File: config.mk
export PLATFORM = sky130hd
export DESIGN_NAME = obstacle_velocity_shaper_flat
export DESIGN_NICKNAME = d
export VERILOG_FILES = /design/src/design/ovs_pkg.sv /design/src/design/ovs_in_if.sv /design/src/design/ovs_out_if.sv /design/src/design/ovs_div.sv /design/src/design/obstacle_velocity_shaper.sv /design/src/flat_wrapper.sv
export SDC_FILE = /design/constraint.sdc
export NUM_CORES = 2
export LEC_CHECK = 0
export BUFFER_PORTS_ARGS = -buffer_cell sky130_fd_sc_hd__buf_2
export CELL_PAD_IN_SITES_DETAIL_PLACEMENT = 2
export CELL_PAD_IN_SITES_GLOBAL_PLACEMENT = 2
export CORE_UTILIZATION = 45
export DETAILED_ROUTE_END_ITERATION = 10
export PLACE_DENSITY_LB_ADDON = 0.1
export SYNTH_ARGS = -nofsm -noshare
export SYNTH_HDL_FRONTEND = slang
export SYNTH_HIERARCHICAL = 1
export SYNTH_SLANG_ARGS = --single-unit
File: constraint.sdc
create_clock -name clk -period 19.33 [get_ports clk]
set_input_delay 2.8995 -clock clk [delete_from_list [all_inputs] [get_ports clk]]
set_output_delay 2.8995 -clock clk [all_outputs]
set_load 0.02 [all_outputs]
File: src/design/ovs_pkg.sv
// ----------------------------------------------------------------------------
// ovs_pkg
// shared types, constants and tables of the obstacle velocity shaper
// ----------------------------------------------------------------------------
`default_nettype none

package ovs_pkg;

    // behavior constants
    localparam int unsigned TIMEOUT_TICKS = 10;
    localparam bit          HOLONOMIC     = 1'b0;
    localparam logic [12:0] MIN_SPEED     = 13'd205;
    localparam logic [12:0] MIN_TURN      = 13'd205;
    localparam logic signed [15:0] MIN_TURN_S = signed'(16'(MIN_TURN));

    localparam logic signed [15:0] PI_Q12      = 16'sd12868;
    localparam logic signed [15:0] HALF_PI_Q12 = 16'sd6434;
    localparam logic [15:0]        MIN_SPAN    = 16'd4;
    localparam logic [12:0]        PROX_MAX    = 13'd4096;
    localparam int unsigned        CORDIC_X0   = 39797;
    localparam logic [7:0]         AGE_MAX     = 8'd255;
    localparam logic [7:0]         AGE_LIMIT   = 8'(TIMEOUT_TICKS);

    // datapath widths
    localparam int unsigned VW  = 36;   // working velocity
    localparam int unsigned CW  = 19;   // cordic x/y
    localparam int unsigned ZW  = 22;   // cordic angle accumulator
    localparam int unsigned MAW = 33;   // multiplier operand a
    localparam int unsigned MBW = 19;   // multiplier operand b
    localparam int unsigned PW  = MAW + MBW;
    localparam int unsigned DW  = 34;   // divider dividend / quotient
    localparam int unsigned DVW = 16;   // divider divisor
    localparam int unsigned SW  = 32;   // square root work

    typedef enum logic [2:0] {
        REG_SAFE_DISTANCE   = 3'd0,
        REG_DANGER_DISTANCE = 3'd1,
        REG_GAIN_LINEAR     = 3'd2,
        REG_GAIN_ANGULAR    = 3'd3,
        REG_MAX_SPEED_X     = 3'd4,
        REG_MAX_SPEED_Y     = 3'd5,
        REG_MAX_SPEED_NORM  = 3'd6,
        REG_MAX_TURN_RATE   = 3'd7
    } ovs_reg_t;

    typedef enum logic [4:0] {
        ST_IDLE, ST_ROT, ST_MODE,
        ST_AV0, ST_AV1, ST_AV2, ST_AVD, ST_AWD,
        ST_RT0, ST_RT1, ST_RT2,
        ST_HP0, ST_HPD, ST_HP1, ST_HP2, ST_HP3, ST_HP4,
        ST_LIM, ST_N0, ST_N1, ST_N2, ST_N3, ST_SQ,
        ST_NX0, ST_NX1, ST_NXD, ST_NY0, ST_NY1, ST_NYD,
        ST_DONE
    } ovs_state_t;

    typedef struct packed {
        logic          done;
        logic [DW-1:0] quotient;
        logic          rem_nz;
    } ovs_div_res_t;

    // arctan(2^-i) in Q.16
    function automatic logic [15:0] ovs_atan(input logic [3:0] idx);
        logic [15:0] r;
        case (idx)
            4'd0:    r = 16'd51472;
            4'd1:    r = 16'd30386;
            4'd2:    r = 16'd16055;
            4'd3:    r = 16'd8150;
            4'd4:    r = 16'd4091;
            4'd5:    r = 16'd2047;
            4'd6:    r = 16'd1024;
            4'd7:    r = 16'd512;
            4'd8:    r = 16'd256;
            4'd9:    r = 16'd128;
            4'd10:   r = 16'd64;
            4'd11:   r = 16'd32;
            4'd12:   r = 16'd16;
            4'd13:   r = 16'd8;
            4'd14:   r = 16'd4;
            default: r = 16'd2;
        endcase
        return r;
    endfunction

endpackage

`default_nettype wire

File: src/design/ovs_in_if.sv
// ----------------------------------------------------------------------------
// ovs_in_if
// request channel: commanded velocity and optional obstacle report
// ----------------------------------------------------------------------------
`default_nettype none

interface ovs_in_if;
    logic               valid;
    logic               ready;
    logic signed [15:0] cmd_vx;
    logic signed [15:0] cmd_vy;
    logic signed [15:0] cmd_wz;
    logic               obstacle_new;
    logic [15:0]        obstacle_range;
    logic signed [14:0] obstacle_bearing;

    modport source (output valid, cmd_vx, cmd_vy, cmd_wz, obstacle_new,
                    obstacle_range, obstacle_bearing, input ready);
    modport sink   (input valid, cmd_vx, cmd_vy, cmd_wz, obstacle_new,
                    obstacle_range, obstacle_bearing, output ready);
endinterface

`default_nettype wire

File: src/design/ovs_out_if.sv
// ----------------------------------------------------------------------------
// ovs_out_if
// result channel: shaped velocity and avoidance flag
// ----------------------------------------------------------------------------
`default_nettype none

interface ovs_out_if;
    logic               valid;
    logic               ready;
    logic signed [15:0] out_vx;
    logic signed [15:0] out_vy;
    logic signed [15:0] out_wz;
    logic               avoid_active;

    modport source (output valid, out_vx, out_vy, out_wz, avoid_active, input ready);
    modport sink   (input valid, out_vx, out_vy, out_wz, avoid_active, output ready);
endinterface

`default_nettype wire

File: src/design/ovs_div.sv
// ----------------------------------------------------------------------------
// ovs_div
// restoring unsigned divider, one quotient bit per cycle
// ----------------------------------------------------------------------------
`default_nettype none

module ovs_div
    import ovs_pkg::*;
(
    input  wire logic           clk,
    input  wire logic           rst_n,
    input  wire logic           start,
    input  wire logic [DW-1:0]  dividend,
    input  wire logic [DVW-1:0] divisor,
    output ovs_div_res_t        res
);

    localparam int unsigned CNTW = $clog2(DW + 1);

    logic            busy_reg, busy_next;
    logic            done_reg, done_next;
    logic [CNTW-1:0] cnt_reg, cnt_next;
    logic [DVW-1:0]  rem_reg, rem_next;
    logic [DW-1:0]   quo_reg, quo_next;
    logic [DVW-1:0]  dvs_reg, dvs_next;
    logic [DVW:0]    rem_sh;
    logic [DVW:0]    rem_sub;
    logic            fits;

    assign rem_sh  = {rem_reg, quo_reg[DW-1]};
    assign fits    = rem_sh >= {1'b0, dvs_reg};
    assign rem_sub = rem_sh - {1'b0, dvs_reg};

    always_comb
    begin
        busy_next = busy_reg;
        done_next = 1'b0;
        cnt_next  = cnt_reg;
        rem_next  = rem_reg;
        quo_next  = quo_reg;
        dvs_next  = dvs_reg;
        if (busy_reg)
        begin
            rem_next = fits ? rem_sub[DVW-1:0] : rem_sh[DVW-1:0];
            quo_next = {quo_reg[DW-2:0], fits};
            cnt_next = cnt_reg - CNTW'(1);
            if (cnt_reg == CNTW'(1))
            begin
                busy_next = 1'b0;
                done_next = 1'b1;
            end
        end
        else if (start)
        begin
            busy_next = 1'b1;
            cnt_next  = CNTW'(DW);
            rem_next  = '0;
            quo_next  = dividend;
            dvs_next  = divisor;
        end
    end

    always_ff @(posedge clk or negedge rst_n)
    begin
        if (!rst_n)
        begin
            busy_reg <= 1'b0;
            done_reg <= 1'b0;
            cnt_reg  <= '0;
        end
        else
        begin
            busy_reg <= busy_next;
            done_reg <= done_next;
            cnt_reg  <= cnt_next;
        end
    end

    always_ff @(posedge clk)
    begin
        rem_reg <= rem_next;
        quo_reg <= quo_next;
        dvs_reg <= dvs_next;
    end

    assign res.done     = done_reg;
    assign res.quotient = quo_reg;
    assign res.rem_nz   = |rem_reg;

endmodule

`default_nettype wire

File: src/design/obstacle_velocity_shaper.sv
// ----------------------------------------------------------------------------
// obstacle_velocity_shaper
// bends a commanded planar velocity away from the last reported obstacle
// ----------------------------------------------------------------------------
// One request is worked at a time by a small sequencer around one shared
// multiplier, one bit-serial divider and one shift-add unit that runs the
// 16-step cordic and the square root. The longest path is differential
// avoidance plus norm limiting, with four divides. The result sits in an
// output register, so the next request is taken while an earlier result
// waits.
`default_nettype none

module obstacle_velocity_shaper
    import ovs_pkg::*;
(
    input  wire logic        clk,
    input  wire logic        rst_n,
    ovs_in_if.sink           cmd_in,
    ovs_out_if.source        res_out,
    input  wire logic        cfg_we,
    input  wire logic [2:0]  cfg_index,
    input  wire logic [15:0] cfg_wdata
);

    ovs_state_t state_reg, state_next;

    // configuration registers
    logic [15:0] safe_reg, danger_reg;
    logic [14:0] kv_reg, kw_reg, msx_reg, msy_reg, msn_reg, mtr_reg;

    // held obstacle state
    logic [15:0]        held_range_reg, held_range_next;
    logic signed [15:0] held_bearing_reg, held_bearing_next;
    logic               held_valid_reg, held_valid_next;
    logic [7:0]         report_age_reg, report_age_next;

    // request copy and working values
    logic signed [15:0]   cx_reg, cx_next, cy_reg, cy_next, cw_reg, cw_next;
    logic signed [CW-1:0] x_reg, x_next, y_reg, y_next;
    logic signed [ZW-1:0] z_reg, z_next;
    logic                 neg_reg, neg_next;
    logic [3:0]           it_reg, it_next;
    logic signed [PW-1:0] prod_reg, prod_next;
    logic [SW-1:0]        acc_reg, acc_next, sq_v_reg, sq_v_next, sq_r_reg, sq_r_next;
    logic signed [VW-1:0] vx_reg, vx_next, vy_reg, vy_next, wz_reg, wz_next;
    logic [15:0]          aux_reg, aux_next;
    logic                 sign_reg, sign_next;
    logic                 active_reg, active_next;

    // result register
    logic               ov_reg, ov_next;
    logic signed [15:0] ovx_reg, ovx_next, ovy_reg, ovy_next, owz_reg, owz_next;
    logic               oact_reg, oact_next;

    // shared units
    logic signed [MAW-1:0] mul_a;
    logic signed [MBW-1:0] mul_b;
    logic                  prod_en;
    logic                  div_start;
    logic [DW-1:0]         div_dividend;
    logic [DVW-1:0]        div_divisor;
    ovs_div_res_t          div_res;

    logic accept;
    logic out_free;

    // derived terms
    logic signed [CW-1:0]  c_val, s_val;
    logic signed [16:0]    ks;
    logic signed [VW-1:0]  qe, fq;
    logic signed [PW-1:0]  prod_sh16, prod_sh4;
    logic [16:0]           span_raw;
    logic [15:0]           span;
    logic signed [15:0]    bear_in, bear_remap, bear_src, bear_fold;
    logic                  bear_neg;
    logic signed [CW-1:0]  rot_dx, rot_dy;
    logic signed [ZW-1:0]  rot_at;
    logic [SW-1:0]         sq_bit, sq_try;
    logic signed [VW-1:0]  av_vx;
    logic signed [VW-1:0]  av_mag_vx, av_mag_cx;

    ovs_div u_div (
        .clk      (clk),
        .rst_n    (rst_n),
        .start    (div_start),
        .dividend (div_dividend),
        .divisor  (div_divisor),
        .res      (div_res)
    );

    // clamp to +-lim, then zero values inside the dead zone
    function automatic logic signed [VW-1:0] lim_axis(
        input logic signed [VW-1:0] v,
        input logic [14:0]          lim,
        input logic [12:0]          dead
    );
        logic signed [VW-1:0] l, r, a;
        l = signed'(VW'(lim));
        if (v > l)
            r = l;
        else if (v < -l)
            r = -l;
        else
            r = v;
        a = (r < 0) ? -r : r;
        if (a < signed'(VW'(dead)))
            r = '0;
        return r;
    endfunction

    function automatic logic [DW-1:0] mag_dw(input logic signed [PW-1:0] v);
        logic signed [PW-1:0] m;
        m = (v < 0) ? -v : v;
        return m[DW-1:0];
    endfunction

    assign accept   = cmd_in.valid && cmd_in.ready;
    assign out_free = !ov_reg || res_out.ready;

    // cos/sin sign restored after the fold into the right half plane
    assign c_val = neg_reg ? -x_reg : x_reg;
    assign s_val = neg_reg ? -y_reg : y_reg;
    assign ks    = (held_bearing_reg < 0) ? -signed'(17'(kw_reg)) : signed'(17'(kw_reg));

    // floor quotient from the unsigned divider
    assign qe = signed'(VW'(div_res.quotient));
    assign fq = sign_reg ? -(qe + signed'(VW'(div_res.rem_nz))) : qe;

    assign prod_sh16 = prod_reg >>> 16;
    assign prod_sh4  = prod_reg >>> 4;

    assign span_raw = {1'b0, safe_reg} - {1'b0, danger_reg};
    assign span     = (span_raw[16] || span_raw[15:0] < MIN_SPAN) ? MIN_SPAN : span_raw[15:0];

    // bearing remap: zero points backwards
    assign bear_in    = 16'(cmd_in.obstacle_bearing);
    assign bear_remap = (bear_in > 0) ? (PI_Q12 - bear_in) : (-bear_in - PI_Q12);
    assign bear_src   = cmd_in.obstacle_new ? bear_remap : held_bearing_reg;
    always_comb
    begin
        bear_neg  = 1'b0;
        bear_fold = bear_src;
        if (bear_src > HALF_PI_Q12)
        begin
            bear_fold = bear_src - PI_Q12;
            bear_neg  = 1'b1;
        end
        else if (bear_src < -HALF_PI_Q12)
        begin
            bear_fold = bear_src + PI_Q12;
            bear_neg  = 1'b1;
        end
    end

    // one cordic rotation step
    assign rot_dx = y_reg >>> it_reg;
    assign rot_dy = x_reg >>> it_reg;
    assign rot_at = signed'(ZW'(ovs_atan(it_reg)));

    // one square root digit
    assign sq_bit = SW'(32'h4000_0000) >> {it_reg, 1'b0};
    assign sq_try = sq_r_reg + sq_bit;

    // differential avoidance of the forward axis, never speeding up
    assign av_vx     = signed'(VW'(cx_reg)) - fq;
    assign av_mag_vx = (av_vx < 0) ? -av_vx : av_vx;
    assign av_mag_cx = (cx_reg < 0) ? -signed'(VW'(cx_reg)) : signed'(VW'(cx_reg));

    // next state
    always_comb
    begin
        state_next = state_reg;
        case (state_reg)
            ST_IDLE:
                if (accept)
                    state_next = ST_ROT;
            ST_ROT:
                if (it_reg == 4'd15)
                    state_next = ST_MODE;
            ST_MODE:
            begin
                state_next = ST_LIM;
                if (HOLONOMIC)
                begin
                    if (held_valid_reg && held_range_reg < safe_reg)
                        state_next = (held_range_reg <= danger_reg) ? ST_RT0 : ST_HP0;
                end
                else if (held_valid_reg)
                begin
                    if (held_range_reg < safe_reg && held_range_reg > danger_reg)
                        state_next = ST_AV0;
                    else if (held_range_reg <= danger_reg)
                        state_next = ST_RT0;
                end
            end
            ST_AV0: state_next = ST_AV1;
            ST_AV1: state_next = ST_AV2;
            ST_AV2: state_next = ST_AVD;
            ST_AVD:
                if (div_res.done)
                    state_next = ST_AWD;
            ST_AWD:
                if (div_res.done)
                    state_next = ST_LIM;
            ST_RT0: state_next = ST_RT1;
            ST_RT1: state_next = ST_RT2;
            ST_RT2: state_next = ST_LIM;
            ST_HP0: state_next = ST_HPD;
            ST_HPD:
                if (div_res.done)
                    state_next = ST_HP1;
            ST_HP1: state_next = ST_HP2;
            ST_HP2: state_next = ST_HP3;
            ST_HP3: state_next = ST_HP4;
            ST_HP4: state_next = ST_LIM;
            ST_LIM: state_next = (msn_reg == '0) ? ST_DONE : ST_N0;
            ST_N0:  state_next = ST_N1;
            ST_N1:  state_next = ST_N2;
            ST_N2:  state_next = ST_N3;
            ST_N3:  state_next = (acc_reg > prod_reg[SW-1:0]) ? ST_SQ : ST_DONE;
            ST_SQ:
                if (it_reg == 4'd15)
                    state_next = ST_NX0;
            ST_NX0: state_next = ST_NX1;
            ST_NX1: state_next = ST_NXD;
            ST_NXD:
                if (div_res.done)
                    state_next = ST_NY0;
            ST_NY0: state_next = ST_NY1;
            ST_NY1: state_next = ST_NYD;
            ST_NYD:
                if (div_res.done)
                    state_next = ST_DONE;
            ST_DONE:
                if (out_free)
                    state_next = ST_IDLE;
            default: state_next = ST_IDLE;
        endcase
    end

    // shared unit controls
    always_comb
    begin
        mul_a        = '0;
        mul_b        = '0;
        prod_en      = 1'b0;
        div_start    = 1'b0;
        div_dividend = '0;
        div_divisor  = '0;
        case (state_reg)
            ST_AV0:
            begin
                prod_en = 1'b1;
                mul_a   = (cx_reg < 0) ? -MAW'(cx_reg) : MAW'(cx_reg);
                mul_b   = signed'(MBW'(kv_reg));
            end
            ST_AV1:
            begin
                prod_en = 1'b1;
                mul_a   = prod_reg[MAW-1:0];
                mul_b   = c_val;
            end
            ST_AV2:
            begin
                prod_en      = 1'b1;
                mul_a        = MAW'(ks);
                mul_b        = c_val;
                div_start    = 1'b1;
                div_dividend = mag_dw(prod_sh16);
                div_divisor  = held_range_reg;
            end
            ST_AVD:
            begin
                div_start    = div_res.done;
                div_dividend = mag_dw(prod_sh4);
                div_divisor  = held_range_reg;
            end
            ST_RT0:
            begin
                prod_en = 1'b1;
                mul_a   = signed'(MAW'(kv_reg));
                mul_b   = c_val;
            end
            ST_RT1:
            begin
                prod_en = 1'b1;
                mul_a   = HOLONOMIC ? signed'(MAW'(kv_reg)) : MAW'(ks);
                mul_b   = HOLONOMIC ? s_val : c_val;
            end
            ST_HP0:
            begin
                div_start    = 1'b1;
                div_dividend = DW'({safe_reg - held_range_reg, 12'b0});
                div_divisor  = span;
            end
            ST_HP1:
            begin
                prod_en = 1'b1;
                mul_a   = signed'(MAW'(kv_reg));
                mul_b   = signed'(MBW'(aux_reg));
            end
            ST_HP2:
            begin
                prod_en = 1'b1;
                mul_a   = signed'(MAW'(prod_reg[27:12]));
                mul_b   = c_val;
            end
            ST_HP3:
            begin
                prod_en = 1'b1;
                mul_a   = signed'(MAW'(aux_reg));
                mul_b   = s_val;
            end
            ST_N0:
            begin
                prod_en = 1'b1;
                mul_a   = MAW'(vx_reg);
                mul_b   = MBW'(vx_reg);
            end
            ST_N1:
            begin
                prod_en = 1'b1;
                mul_a   = MAW'(vy_reg);
                mul_b   = MBW'(vy_reg);
            end
            ST_N2:
            begin
                prod_en = 1'b1;
                mul_a   = signed'(MAW'(msn_reg));
                mul_b   = signed'(MBW'(msn_reg));
            end
            ST_NX0:
            begin
                prod_en = 1'b1;
                mul_a   = (vx_reg < 0) ? -MAW'(vx_reg) : MAW'(vx_reg);
                mul_b   = signed'(MBW'(msn_reg));
            end
            ST_NX1, ST_NY1:
            begin
                div_start    = 1'b1;
                div_dividend = DW'(prod_reg[29:0]);
                div_divisor  = sq_r_reg[DVW-1:0];
            end
            ST_NY0:
            begin
                prod_en = 1'b1;
                mul_a   = (vy_reg < 0) ? -MAW'(vy_reg) : MAW'(vy_reg);
                mul_b   = signed'(MBW'(msn_reg));
            end
            default:
            begin
                prod_en = 1'b0;
            end
        endcase
    end

    assign prod_next = prod_en ? PW'(mul_a * mul_b) : prod_reg;

    // datapath
    always_comb
    begin
        held_range_next   = held_range_reg;
        held_bearing_next = held_bearing_reg;
        held_valid_next   = held_valid_reg;
        report_age_next   = report_age_reg;
        cx_next     = cx_reg;
        cy_next     = cy_reg;
        cw_next     = cw_reg;
        x_next      = x_reg;
        y_next      = y_reg;
        z_next      = z_reg;
        neg_next    = neg_reg;
        it_next     = it_reg;
        acc_next    = acc_reg;
        sq_v_next   = sq_v_reg;
        sq_r_next   = sq_r_reg;
        vx_next     = vx_reg;
        vy_next     = vy_reg;
        wz_next     = wz_reg;
        aux_next    = aux_reg;
        sign_next   = sign_reg;
        active_next = active_reg;
        ov_next     = ov_reg && !res_out.ready;
        ovx_next    = ovx_reg;
        ovy_next    = ovy_reg;
        owz_next    = owz_reg;
        oact_next   = oact_reg;
        case (state_reg)
            ST_IDLE:
                if (accept)
                begin
                    // report intake and aging
                    if (cmd_in.obstacle_new)
                    begin
                        held_range_next   = cmd_in.obstacle_range;
                        held_bearing_next = bear_remap;
                        held_valid_next   = 1'b1;
                        report_age_next   = '0;
                    end
                    else
                    begin
                        if (report_age_reg < AGE_MAX)
                            report_age_next = report_age_reg + 8'd1;
                        if (TIMEOUT_TICKS > 0 && report_age_next > AGE_LIMIT)
                            held_valid_next = 1'b0;
                    end
                    cx_next  = cmd_in.cmd_vx;
                    cy_next  = cmd_in.cmd_vy;
                    cw_next  = cmd_in.cmd_wz;
                    vx_next  = VW'(cmd_in.cmd_vx);
                    vy_next  = VW'(cmd_in.cmd_vy);
                    wz_next  = VW'(cmd_in.cmd_wz);
                    x_next   = CW'(CORDIC_X0);
                    y_next   = '0;
                    z_next   = ZW'(bear_fold) <<< 4;
                    neg_next = bear_neg;
                    it_next  = '0;
                end
            ST_ROT:
            begin
                if (!z_reg[ZW-1])
                begin
                    x_next = x_reg - rot_dx;
                    y_next = y_reg + rot_dy;
                    z_next = z_reg - rot_at;
                end
                else
                begin
                    x_next = x_reg + rot_dx;
                    y_next = y_reg - rot_dy;
                    z_next = z_reg + rot_at;
                end
                it_next = it_reg + 4'd1;
            end
            ST_MODE:
                active_next = held_valid_reg && held_range_reg < safe_reg;
            ST_AV2:
                sign_next = prod_reg < 0;
            ST_AVD:
                if (div_res.done)
                begin
                    if (av_mag_vx > av_mag_cx &&
                        ((av_vx > 0 && cx_reg > 0) || (av_vx < 0 && cx_reg < 0)))
                        vx_next = VW'(cx_reg);
                    else
                        vx_next = av_vx;
                    sign_next = prod_reg < 0;
                end
            ST_AWD:
                if (div_res.done)
                    wz_next = signed'(VW'(cw_reg)) + fq;
            ST_RT1:
                vx_next = VW'((-prod_reg) >>> 16);
            ST_RT2:
                if (HOLONOMIC)
                begin
                    vy_next = VW'(prod_sh16);
                    wz_next = '0;
                end
                else
                    wz_next = VW'(prod_sh16);
            ST_HPD:
                if (div_res.done)
                    aux_next = (div_res.quotient > DW'(PROX_MAX)) ?
                               16'(PROX_MAX) : div_res.quotient[15:0];
            ST_HP2:
                aux_next = prod_reg[27:12];
            ST_HP3:
                vx_next = signed'(VW'(cx_reg)) - VW'(prod_sh16);
            ST_HP4:
                vy_next = signed'(VW'(cy_reg)) + VW'(prod_sh16);
            ST_LIM:
            begin
                vx_next = lim_axis(vx_reg, msx_reg, MIN_SPEED);
                vy_next = lim_axis(vy_reg, msy_reg, MIN_SPEED);
                wz_next = lim_axis(wz_reg, mtr_reg, MIN_TURN);
            end
            ST_N1:
                acc_next = prod_reg[SW-1:0];
            ST_N2:
                acc_next = acc_reg + prod_reg[SW-1:0];
            ST_N3:
            begin
                sq_v_next = acc_reg;
                sq_r_next = '0;
                it_next   = '0;
            end
            ST_SQ:
            begin
                if (sq_v_reg >= sq_try)
                begin
                    sq_v_next = sq_v_reg - sq_try;
                    sq_r_next = (sq_r_reg >> 1) + sq_bit;
                end
                else
                    sq_r_next = sq_r_reg >> 1;
                it_next = it_reg + 4'd1;
            end
            ST_NXD:
                if (div_res.done)
                    vx_next = (vx_reg < 0) ? -qe : qe;
            ST_NYD:
                if (div_res.done)
                    vy_next = (vy_reg < 0) ? -qe : qe;
            ST_DONE:
                if (out_free)
                begin
                    ov_next   = 1'b1;
                    ovx_next  = vx_reg[15:0];
                    ovy_next  = vy_reg[15:0];
                    owz_next  = wz_reg[15:0];
                    oact_next = active_reg;
                end
            default:
            begin
                it_next = it_reg;
            end
        endcase
    end

    // control and held state
    always_ff @(posedge clk or negedge rst_n)
    begin
        if (!rst_n)
        begin
            state_reg        <= ST_IDLE;
            held_range_reg   <= '0;
            held_bearing_reg <= '0;
            held_valid_reg   <= 1'b0;
            report_age_reg   <= '0;
            ov_reg           <= 1'b0;
        end
        else
        begin
            state_reg        <= state_next;
            held_range_reg   <= held_range_next;
            held_bearing_reg <= held_bearing_next;
            held_valid_reg   <= held_valid_next;
            report_age_reg   <= report_age_next;
            ov_reg           <= ov_next;
        end
    end

    // configuration registers, values masked to register width
    always_ff @(posedge clk or negedge rst_n)
    begin
        if (!rst_n)
        begin
            safe_reg   <= 16'd2048;
            danger_reg <= 16'd819;
            kv_reg     <= 15'd819;
            kw_reg     <= 15'd1229;
            msx_reg    <= 15'd6144;
            msy_reg    <= 15'd6144;
            msn_reg    <= 15'd6144;
            mtr_reg    <= 15'd6144;
        end
        else if (cfg_we)
        begin
            case (ovs_reg_t'(cfg_index))
                REG_SAFE_DISTANCE:   safe_reg   <= cfg_wdata;
                REG_DANGER_DISTANCE: danger_reg <= cfg_wdata;
                REG_GAIN_LINEAR:     kv_reg     <= cfg_wdata[14:0];
                REG_GAIN_ANGULAR:    kw_reg     <= cfg_wdata[14:0];
                REG_MAX_SPEED_X:     msx_reg    <= cfg_wdata[14:0];
                REG_MAX_SPEED_Y:     msy_reg    <= cfg_wdata[14:0];
                REG_MAX_SPEED_NORM:  msn_reg    <= cfg_wdata[14:0];
                REG_MAX_TURN_RATE:   mtr_reg    <= cfg_wdata[14:0];
                default:             mtr_reg    <= mtr_reg;
            endcase
        end
    end

    // working registers
    always_ff @(posedge clk)
    begin
        cx_reg     <= cx_next;
        cy_reg     <= cy_next;
        cw_reg     <= cw_next;
        x_reg      <= x_next;
        y_reg      <= y_next;
        z_reg      <= z_next;
        neg_reg    <= neg_next;
        it_reg     <= it_next;
        prod_reg   <= prod_next;
        acc_reg    <= acc_next;
        sq_v_reg   <= sq_v_next;
        sq_r_reg   <= sq_r_next;
        vx_reg     <= vx_next;
        vy_reg     <= vy_next;
        wz_reg     <= wz_next;
        aux_reg    <= aux_next;
        sign_reg   <= sign_next;
        active_reg <= active_next;
        ovx_reg    <= ovx_next;
        ovy_reg    <= ovy_next;
        owz_reg    <= owz_next;
        oact_reg   <= oact_next;
    end

    assign cmd_in.ready         = (state_reg == ST_IDLE);
    assign res_out.valid        = ov_reg;
    assign res_out.out_vx       = ovx_reg;
    assign res_out.out_vy       = ovy_reg;
    assign res_out.out_wz       = owz_reg;
    assign res_out.avoid_active = oact_reg;

endmodule

`default_nettype wire

File: src/flat_wrapper.sv
// flat-port wrapper written by rule: the top's interface ports become plain ports
module obstacle_velocity_shaper_flat import ovs_pkg::*;
  (clk, rst_n, cfg_we, cfg_index, cfg_wdata, cmd_in_valid, cmd_in_cmd_vx, cmd_in_cmd_vy, cmd_in_cmd_wz, cmd_in_obstacle_new, cmd_in_obstacle_range, cmd_in_obstacle_bearing, cmd_in_ready, res_out_valid, res_out_out_vx, res_out_out_vy, res_out_out_wz, res_out_avoid_active, res_out_ready);
  ovs_in_if cmd_in_i ();
  ovs_out_if res_out_i ();
  input  wire logic clk;
  input  wire logic rst_n;
  input  wire logic cfg_we;
  input  wire logic [2:0] cfg_index;
  input  wire logic [15:0] cfg_wdata;
  input wire logic [$bits(cmd_in_i.valid)-1:0] cmd_in_valid;
  input wire logic [$bits(cmd_in_i.cmd_vx)-1:0] cmd_in_cmd_vx;
  input wire logic [$bits(cmd_in_i.cmd_vy)-1:0] cmd_in_cmd_vy;
  input wire logic [$bits(cmd_in_i.cmd_wz)-1:0] cmd_in_cmd_wz;
  input wire logic [$bits(cmd_in_i.obstacle_new)-1:0] cmd_in_obstacle_new;
  input wire logic [$bits(cmd_in_i.obstacle_range)-1:0] cmd_in_obstacle_range;
  input wire logic [$bits(cmd_in_i.obstacle_bearing)-1:0] cmd_in_obstacle_bearing;
  output wire logic [$bits(cmd_in_i.ready)-1:0] cmd_in_ready;
  output wire logic [$bits(res_out_i.valid)-1:0] res_out_valid;
  output wire logic [$bits(res_out_i.out_vx)-1:0] res_out_out_vx;
  output wire logic [$bits(res_out_i.out_vy)-1:0] res_out_out_vy;
  output wire logic [$bits(res_out_i.out_wz)-1:0] res_out_out_wz;
  output wire logic [$bits(res_out_i.avoid_active)-1:0] res_out_avoid_active;
  input wire logic [$bits(res_out_i.ready)-1:0] res_out_ready;
  assign cmd_in_i.valid = cmd_in_valid;
  assign cmd_in_i.cmd_vx = cmd_in_cmd_vx;
  assign cmd_in_i.cmd_vy = cmd_in_cmd_vy;
  assign cmd_in_i.cmd_wz = cmd_in_cmd_wz;
  assign cmd_in_i.obstacle_new = cmd_in_obstacle_new;
  assign cmd_in_i.obstacle_range = cmd_in_obstacle_range;
  assign cmd_in_i.obstacle_bearing = cmd_in_obstacle_bearing;
  assign cmd_in_ready = cmd_in_i.ready;
  assign res_out_valid = res_out_i.valid;
  assign res_out_out_vx = res_out_i.out_vx;
  assign res_out_out_vy = res_out_i.out_vy;
  assign res_out_out_wz = res_out_i.out_wz;
  assign res_out_avoid_active = res_out_i.avoid_active;
  assign res_out_i.ready = res_out_ready;
  obstacle_velocity_shaper u_core (.clk(clk), .rst_n(rst_n), .cmd_in(cmd_in_i), .res_out(res_out_i), .cfg_we(cfg_we), .cfg_index(cfg_index), .cfg_wdata(cfg_wdata));
endmodule
==> metrics.md <==
| Metric | Value |
|---|---|
| Vias in the first global route | `105k` |
| Final period util | `between 70% and 80%` |
| XOR/XNOR Fraction of Synth Area | `a little under 8%` |
| M2 GR Usage | `approximately 78%` |
| Die width | `about 460 um` |
| Gpl congestion | `between 1 and 1.5` |
| Simple-gate share of the synthesized area | `around 17%` |
| CTS Root Buffer Type | `clkbuf_16` |
| Register area | `between 15000 and 20000 um2` |
| DR iter-0 viols | `between 10k and 15k` |
| Synthesized area per cell | `roughly 8.5 um2` |
| Cell mode on critical path | `fa_1` |
| Clk_skew | `~0.09 ns` |
| First-pass DRT Iterations | `9` |
| Warnings, synthesis | `6` |
| Slowest-stage cell, CP | `o21a_1` |
| CP max stage delay | `1.04 ns` |
| Post-synthesis cell count | `about 11k` |
| Clock Path Buffers | `3` |
| DR WL/cell | `around 39 um` |
| Tmin final | `14.96 ns` |
| Startpoint types | `register` |
| Status | `finished clean` |
| Post-synthesis mux area share | `3.46%` |
| Multi-input logic area | `slightly below 70000 um2` |
| Post-synth top area cell | `edfxtp_1` |
| Slew margin rel. | `under 10%` |
| Met1 Use GR | `~56%` |
| Most used DFF post-synth | `edfxtp_1` |
| Cts bufs inserted | `93` |
| Post-route ant nets | `0` |
| PwrDens | `roughly 220 nW/um2` |
| First-pass GRT wire length | `roughly 760 mm` |
| Post-DR vias/cell | `~7.1` |
| Total GRT Usage | `~50%` |
| Congestion Overflow GR | `0` |
| Mapped Area | `about 93000 um2` |
| Critical Path RT | `~20 ns` |
| Fillers | `22.2k` |
| Count of different cell masters after synthesis | `124` |
| Final Util | `between 40% and 50%` |
| Main combinational cell family by area after synthesis | `adder cells` |
| Most common cell after layout, fill and taps aside | `nand2_1` |
| Clock-pin transition on the worst setup and hold timing paths | `around 0.06 ns` |
| H-tree Lvls | `3` |
| Max Clk Rate | `roughly 67 MHz` |
| Post-DP HPWL | `roughly 390 mm` |
| Core area | `205000 um2` |
| Synth top area cells | `edfxtp_1 16%, fa_1 13%, ha_1 11%` |
| Rows | `between 150 and 200` |
| Leakage | `roughly 43 nW` |
| Number of flip-flops in the largest register | `52` |
| Area Overhead vs Synth | `8.35%` |
| Synth Area in Adders | `between 20% and 30%` |
| CP Buf/Inv Count | `2` |
| Global routing's busiest layer | `met2` |
| CTS resizes | `0` |
| Worst Tran Pin Value | `roughly 1.5 ns` |
| Initial antenna violation count | `65` |
| CP Data Arrival Time | `roughly 15 ns` |
| Endpoints failing hold | `0` |
| Post-synth top area share | `roughly 16%` |
| Postcts setup bufs | `0` |
| Final setup TNS | `0 ns` |
| I/O pin cnt | `about 160` |
| Layout cell share with drive strength beyond 1 | `about 8.9%` |
| Met3 usage | `~15%` |
| Clk Latency, worst-skew pair | `0.82 ns` |
| Starting Density | `45.4%` |
| Die area | `roughly 210000 um2` |
| Total vias in the final route | `about 98k` |
| Max Cap Viol | `0` |
| Peak VDD IR | `~0.00027 V` |
| Final slew viol count | `0` |
| Hold-fix buffers, CTS | `0` |
| Clk sinks | `~700` |
| Unrepaired setup endpoints after global routing | `no` |
| # setup viols final | `0` |
| Asr flop ratio synth | `roughly 25%` |
| Pin count of the biggest net entering global routing | `121` |
| Routed wire length | `between 500 and 600 mm` |
| Most frequent cells in the layout | `1179 x nand2_1, 1103 x inv_1, 852 x nor2_1` |
| CTS tree | `built` |
| Fin nets | `12.5k` |
| Drt drc | `0` |
| Post-synthesis compound-gate area fraction | `between 10% and 20%` |
| Crit Path Max Fanout | `a little over 60` |
| Final Power | `about 23 mW` |
| CP top delay family | `compound AO/OA/AOI/OAI gates` |
| CP endpoint kind | `register` |
| Min-Delay Path Class | `register to register` |
| Post-synthesis sequential area ratio | `21.4%` |
| IO Port Bufs | `approximately 150` |
| EDFF count, synth | `502` |
| Synthesized flop and latch total | `695` |
| Critical path class | `register to register` |
| Die height | `~460 um` |
-- Yosys cell counts (all sizes together) (108+ instances only) --
cell type / instances
nand3: 170
and2: 108
nor2: 866
a21o: 158
nand4: 120
edfxtp: 502
o21ai: 696
nand2: 1185
ha: 832
dfrtp: 150
mux2: 168
inv: 1106
xnor2: 548
nor2b: 124
clkbuf: 428
a21oi: 589
xor2: 271
nand2b: 113
nor3: 221
fa: 619
-- worst min-delay path: cells and delay by family (launching register included) --
kind	cells	cell delay, ns
simple gates	1	0.05
flops	1	0.36
compound gates	1	0.08
-- metrics by stage --
| step | hold WS (ns) | setup slack, ns | instances | area [um2] |
|---|---|---|---|---|
| 4_1_cts | 0.533 | 4.92 | 13700 | 101000 |
| 6_report | 0.531 | 4.37 | 13800 | 101000 |
| 5_1_grt | 0.547 | 4.17 | 13700 | 101000 |
| 3_5_place_dp | 0.491 | 5.34 | 13500 | 97500 |
| 3_3_place_gp | 0.460 | 6.21 | 13500 | 97500 |
| 2_1_floorplan | 0.400 | 8.99 | 10900 | 93100 |
-- final cells by class --
cell class                      count  share of cell area [%]
Antenna cell                       49                   0.122
Clock buffer                      132                    2.61
Clock inverter                     43                   0.473
Inverter                         1111                    4.14
Multi-Input combinational cell   8643                    67.0
Sequential cell                   695                    19.7
Tap cell                         2688                    3.34
Timing Repair Buffer              404                    2.65
-- kinds of logic after synthesis --
group	after synthesis
and+or+nand+nor	3369
muxes	279
AOI/OAI and AO/OA	2705
adders and majority gates	1451
other	1
xor gates and xnor gates	819
DFF	695
buffers and inverters	1604
-- power breakdown --
part / leakage, nW / internal, mW / switching, mW / total (mW)
Combinational: 34.7 / 5.73 / 11.9 / 17.6
Sequential: 6.99 / 2.32 / 0.853 / 3.17
Clock: 1.50 / 1.00 / 0.872 / 1.88
-- worst paths after layout --
kind / from / depth (start not counted) / end / slack (ns)
worst max-delay path: u_core/state_reg[0] / 33 / u_core/prod_reg[50] / 4.37
worst min-delay path: u_core/held_bearing_reg[13] / 2 / u_core/held_bearing_reg[13] / 0.53
worst max register to register: u_core/state_reg[0] / 33 / u_core/prod_reg[50] / 4.37
worst min register to register: u_core/held_bearing_reg[13] / 2 / u_core/held_bearing_reg[13] / 0.53
max in group asynchronous: rst_n / 2 / u_core/msx_reg[6] / 15.78
min in group asynchronous: rst_n / 1 / u_core/mtr_reg[13] / 2.06
-- per-layer routing --
metal	up-vias	share of wire (%)
met4	48	9.7
met1	49600	35
li1	38700	-
met2	6708	45
met3	2668	10
met5	-	0.070
(Power assumes the default switching activity.)
